==> src/rtl/core/drn_pkg.sv <==
`timescale 1ns / 1ps
`default_nettype none
package drn_pkg;

   localparam int CORDIC_STEPS = 16;
   localparam int ATAN_ENTRIES = 24;
   localparam int CORDIC_RUN   = (CORDIC_STEPS < ATAN_ENTRIES) ? CORDIC_STEPS : ATAN_ENTRIES;
   localparam int STEP_W       = 5;

   localparam int NW          = 48;  // signed width of a vector entering normalization
   localparam int XW          = 31;  // component magnitude after alignment
   localparam int SQRT_STEPS  = 32;
   localparam int QW          = 15;  // quotient bits
   localparam int SHIFT_CELLS = 6;

   localparam logic signed [32:0] Q28_PI      = 33'sd843314857;
   localparam logic signed [32:0] Q28_TWO_PI  = 33'sd1686629713;
   localparam logic signed [32:0] Q28_HALF_PI = 33'sd421657428;
   localparam logic signed [31:0] Q28_GAIN    = 32'sd163008219;

   typedef logic signed [NW-1:0] wide_type;
   typedef logic signed [15:0]   unit_type;
   typedef logic signed [31:0]   word_type;

   typedef struct packed {
      word_type [2:0] cosv;
      word_type [2:0] sinv;
      logic     [2:0] skip;
      unit_type [2:0] keep;
      logic           zlen;
   } side_type;

   typedef struct packed {
      word_type [2:0] x;
      word_type [2:0] y;
      word_type [2:0] z;
      logic     [2:0] flip;
      logic     [2:0] skip;
      word_type [2:0] vec;
   } cordic_type;

   typedef struct packed {
      logic [63:0]          sq;
      logic [34:0]          rem;
      logic [31:0]          root;
      logic [2:0][XW-1:0]   xm;
      logic [2:0]           neg;
      logic                 zero;
      side_type             side;
   } sqrt_type;

   typedef struct packed {
      logic [2:0][31:0]     rem;
      logic [2:0][QW-1:0]   low;
      logic [2:0][QW-1:0]   quo;
      logic [31:0]          mag;
      logic [2:0]           neg;
      logic                 zero;
      side_type             side;
   } div_type;

   // atan(2^-i) in Q.28
   function automatic word_type atan_q28(input logic [STEP_W-1:0] idx);
      word_type r;
      case (idx)
         5'd0:  r = 32'sd210828714;
         5'd1:  r = 32'sd124459457;
         5'd2:  r = 32'sd65760959;
         5'd3:  r = 32'sd33381290;
         5'd4:  r = 32'sd16755422;
         5'd5:  r = 32'sd8385879;
         5'd6:  r = 32'sd4193963;
         5'd7:  r = 32'sd2097109;
         5'd8:  r = 32'sd1048571;
         5'd9:  r = 32'sd524287;
         5'd10: r = 32'sd262144;
         5'd11: r = 32'sd131072;
         5'd12: r = 32'sd65536;
         5'd13: r = 32'sd32768;
         5'd14: r = 32'sd16384;
         5'd15: r = 32'sd8192;
         5'd16: r = 32'sd4096;
         5'd17: r = 32'sd2048;
         5'd18: r = 32'sd1024;
         5'd19: r = 32'sd512;
         5'd20: r = 32'sd256;
         5'd21: r = 32'sd128;
         5'd22: r = 32'sd64;
         5'd23: r = 32'sd32;
         default: r = '0;
      endcase
      return r;
   endfunction

endpackage
`default_nettype wire

==> src/rtl/core/drn_cordic_cell.sv <==
`timescale 1ns / 1ps
`default_nettype none
module drn_cordic_cell import drn_pkg::*; (
   input  logic              clock,
   input  logic              reset,
   input  logic              adv,
   input  logic [STEP_W-1:0] step,
   input  logic              in_valid,
   input  cordic_type        in_data,
   output logic              out_valid,
   output cordic_type        out_data
);
   logic       valid_ff;
   cordic_type data_ff;
   cordic_type data_in;
   word_type   ang;

   always_comb begin
      data_in = in_data;
      ang = atan_q28(step);
      for (int i = 0; i < 3; i++) begin
         if (!in_data.z[i][31]) begin
            data_in.x[i] = in_data.x[i] - ($signed(in_data.y[i]) >>> step);
            data_in.y[i] = in_data.y[i] + ($signed(in_data.x[i]) >>> step);
            data_in.z[i] = in_data.z[i] - ang;
         end else begin
            data_in.x[i] = in_data.x[i] + ($signed(in_data.y[i]) >>> step);
            data_in.y[i] = in_data.y[i] - ($signed(in_data.x[i]) >>> step);
            data_in.z[i] = in_data.z[i] + ang;
         end
      end
   end

   always_ff @(posedge clock) begin
      if (reset) begin
         valid_ff <= 1'b0;
      end else if (adv) begin
         valid_ff <= in_valid;
      end
      if (adv) begin
         data_ff <= data_in;
      end
   end

   assign out_valid = valid_ff;
   assign out_data  = data_ff;
endmodule
`default_nettype wire

==> config.mk <==
export PLATFORM = sky130hd
export DESIGN_NAME = drn_cordic_cell
export DESIGN_NICKNAME = d
export VERILOG_FILES = /design/src/rtl/core/drn_pkg.sv /design/src/rtl/core/drn_cordic_cell.sv
export SDC_FILE = /design/constraint.sdc
export NUM_CORES = 2
export LEC_CHECK = 0
export ABC_AREA = 1
export BUFFER_PORTS_ARGS = -buffer_cell sky130_fd_sc_hd__buf_4
export CORE_MARGIN = 2
export CORE_UTILIZATION = 34
export DETAILED_ROUTE_END_ITERATION = 8
export GPL_ROUTABILITY_DRIVEN = 0
export HOLD_SLACK_MARGIN = 0.03
export PLACE_DENSITY = 0.61
export SYNTH_ARGS = -nofsm -noshare
export SYNTH_HDL_FRONTEND = slang
export SYNTH_SLANG_ARGS = --single-unit
==> constraint.sdc <==
create_clock -name clock -period 6.2 [get_ports clock]
set_input_delay 0.93 -clock clock [delete_from_list [all_inputs] [get_ports clock]]
set_output_delay 0.93 -clock clock [all_outputs]
set_load 0.1 [all_outputs]
Word level (Yosys, flattened, before mapping)
Memory sizes are Yosys's and may differ from the RTL's.
Cells that the tools add are included.

storage, ports and cells
  flip-flop bits (word level) = 391
  memories kept = 1
  input port bits = 399
  output and inout port bits = 391
  memory bits (read-only) = 896
  word-level logic and storage cells = 49

cells by class
  mux-type cells = 9
  add/sub/neg operators = 18
  shift-type cells = 6

memory list
  name             depth  width  read ports  clocked after memory_dff  wr ports  line           text
  (no name shown)  32     28     1           0                         0         drn_pkg.sv:65  case (idx)

operators with widths
  operator        count
  $add 32x32->32  9
  $mux 32         9
  $sub 32x32->32  9
  $sshr 32x5->32  6

Depth between registers and ports, before layout
  depth in word-level cells = 3
  depth in mapped cells = 36
  depth with buffers taken out = 35

Worst setup path after synthesis
Ideal clock, no wire load.

  path kind = input to register
  from = in step[1]
  to = reg data_ff, in the netlist out_data[130], data pin
  cell stages on the path = 29
  data arrival time = 4.639 ns
  required time = 5.936 ns
  setup slack = 1.297 ns
  library setup time = 0.264 ns
  path through = buf_4 inv_4 buf_8 buf_12 buf_6 ha_1 nor2_1 nor2_1 o21ai_0 nand2_1 nand3_2 nor3_2 nand2_1 nor2_4 nand3_2 nor2_4 inv_2 buf_6 nand3_1 o21ai_0 ha_1 nand2_1 nor4_1 nand3_1 nand3_1 nand2_1 o211ai_1 a31oi_1 xor2_1

RTL lines
  item                  line                   text
  from (decl)           drn_cordic_cell.sv:7   input logic [STEP_W-1:0] step,
  to (signal assigned)  drn_cordic_cell.sv:41  data_ff <= data_in;
  to (decl)             drn_cordic_cell.sv:14  cordic_type data_ff;

==> metrics.cfg <==
[critical_path]
r2r_end=out_valid$_SDFFE_PP0P_
r2r.worst_path.cells=2
cp_max_fo=54
start_kind=primary input
slowest_delay_ns=0.56
critPathSlowestCell=buf_4
path_delay_family=simple AND/OR/NAND/NOR gates
crit_buf_inv=7
r2r_setup_slack_ns=5.59
critPathArrivalTime_ns=5.64
worst-setup-path-type=primary input to flop
required_ns=6.60
cp-startpoint=step[1]
crit_path_end_kind=flop
path_common_cell=nand3_1
reg2reg_from=out_valid$_SDFFE_PP0P_

[logic_synthesis]
synth_top_area_share_pct=26.5
ys_seq_area_share_pct=26.5
synth_area_leaders=edfxtp_1, nand2_1, nand3_1
synth_top_family_by_area=simple AND/OR/NAND/NOR gates
synth.mux.area_fraction_pct=0.0226
syn_area_um2=44200
yosysWarnings=0
synth_area_per_cell_um2=6.56
synth_cell_types=53
ys.flop_type=edfxtp_1
synth_fa_ha_area_share_pct=9.57
synth_xor_xnor_area_share_pct=7.88
synth_compound_area_share_pct=10.4
async_flop_share_pct=0
synth-seq-cells=391
netlist_top_cells_count=nand2_1, nand3_1, inv_1
synth_enable_flop_cells=390
syn-instance-count=6747
syn_nets=7479
synth_top_cell_by_area=edfxtp_1
yosys.area_share.simple_pct=37.7
yosysMostFrequentCell=nand2_1

[floorplanning]
num_rows=132
floorplan.die_area_um2=133000
die_w_um=365
ios=790
start_util_pct=34.2
die_y_um=365
coreArea_um2=129000

[sta]
rsz0062_at_grt=false
final-setup-viol-count=0
maxSlewHeadroom_pct=25.4
slew_viol_final=0
fin_crit_sh_pct=84.5
finalHoldViolCount=0
max_freq_mhz=191
worst_pin_slew_ns=1.12
finalCriticalPeriod_ns=5.24
skew_ns=0
final.setup.tns_ns=0

[global_routing]
grt_pass1_wl_mm=272
grt_max_degree=155
overflow=0
antenna_found_initial=23
grt_pass1_vias=45537
track_usage_pct=26.6

[clock_tree]
hold_buffers=0
clock-root-buffer=clkbuf_16
clock_latency_ns=0.64
cts_tree=built
clk_pin_slew_worst_paths_ns=0.06
clock_path_buffers=3
htreeDepth=2
cts_num_sinks=391
post_cts_resized=0
numCtsBuffers=49
post-cts-setup-buffers=0

[power]
comb_power_share_pct=60.4
sequentialPowerShare_pct=23.0
p_sw_mw=9.34
finalPower_mw=17.2
p_clk_share_pct=16.6
leakagePower_nw=26.7
internal_power_mw=7.90
netSwitchingFraction_pct=54.2
p_per_area_nw_per_um2=322
vdd_drop_max_mv=0.316

[placed_design]
placed_cells=9121
dp_hpwl_mm=153
portBuffers=789

[outcome]
status=finished, final reports clean

[finish]
drive_above_1_share_pct=13.8
nets=8162
fillCellCount=13671
final_cells=9224
area_growth_pct=21.1

[route]
viasPerCell=5.32
avgRoutedWirePerCell_um=20.2
wl_mm=187
firstDrtPassIters=9
dr_total_vias=49089
drc=0
first_iter_violations=5152
ant_nets=0

[worst_hold_path]
hold_start=reset
min_to=out_valid$_SDFFE_PP0P_
whs_path_depth=2
hp-class=primary input to flop

[job]
max_cap_violations=0

==> flip-flops by register name, summed over array words and instances, names as in the netlist <==
signal / cells
out_data: 390
out_valid: 1
==> area by class of cell <==
type / count / area (um2) / share of cell area, %
Clock inverter: 30 / 324 / 0.605
Multi-Input combinational cell: 5514 / 29000 / 54.2
Tap cell: 1742 / 2180 / 4.07
Sequential cell: 391 / 11700 / 21.9
Clock buffer: 58 / 1260 / 2.35
Inverter: 604 / 2280 / 4.26
Antenna cell: 15 / 37.5 / 0.0701
Timing Repair Buffer: 870 / 6750 / 12.6
==> power groups by stage <==
stage	clock network, mW	logic, mW	registers (mW)
finish	2.86	10.4	3.97
global route	3.02	11.0	4.02
CTS	2.95	10.4	3.98
detailed placement	0	10.3	4.02
global placement	0	10.3	4.02
floorplan	0	3.62	8.05
==> layer usage <==
layer  track usage (%)  vias up  wire length [um]
li1                  -    23887                 -
met1              32.0    22441             72100
met2              44.5     2319             87400
met3              5.01      426             16400
met4              14.6       16             10800
met5                 0        -               100
==> per-stage QoR <==
stage / setup slack (ns) / cell area (um2) / utilization, % / hold WS [ns]
finish: 0.959 / 53600 / 41.4 / 0.448
global route: 0.531 / 53600 / 41.4 / 0.417
CTS: 1.10 / 53500 / 41.4 / 0.385
detailed placement: 0.385 / 52000 / 40.2 / 0.532
global placement: 0.394 / 52000 / 40.2 / 0.484
floorplan: 1.30 / 44200 / - / 0.971
==> placed cells by master (no fill, tap or decap), drive strengths merged, types with 9 or more instances in the layout <==
| cell type | synthesis | routed |
|---|---|---|
| nand2 | 2294 | 2294 |
| nand3 | 1022 | 1022 |
| buf | 170 | 870 |
| inv | 604 | 605 |
| nor2 | 463 | 463 |
| edfxtp | 390 | 390 |
| a21oi | 361 | 361 |
| ha | 324 | 324 |
| o21ai | 300 | 300 |
| xor2 | 287 | 287 |
| xnor2 | 111 | 111 |
| nor3 | 78 | 78 |
| clkbuf | 68 | 58 |
| nand4 | 42 | 42 |
| a31oi | 39 | 39 |
| o21a | 31 | 31 |
| a21o | 29 | 29 |
| o211ai | 24 | 24 |
| clkinv | 0 | 22 |
| nor4 | 19 | 19 |
| nand3b | 18 | 18 |
| diode | 0 | 15 |
| a21boi | 14 | 14 |
| o21bai | 13 | 13 |
| a211oi | 10 | 10 |
| fa | 9 | 9 |
==> cells by family after synthesis <==
family / after synthesis
simple gates: 3950
buf+inv: 842
compound gates: 832
xor+xnor: 398
flops: 391
fa+ha+maj: 333
mux: 1
==> worst max-delay path by stage <==
stage | cells past startpoint | to
final | 28 | out_data[229]$_DFFE_PP_
after global routing | 30 | out_data[229]$_DFFE_PP_
after CTS | 30 | out_data[229]$_DFFE_PP_
after detailed placement | 30 | out_data[229]$_DFFE_PP_
after global placement | 29 | out_data[229]$_DFFE_PP_
after floorplan | 29 | out_data[130]$_DFFE_PP_
Power figures use the tool's default switching activity.
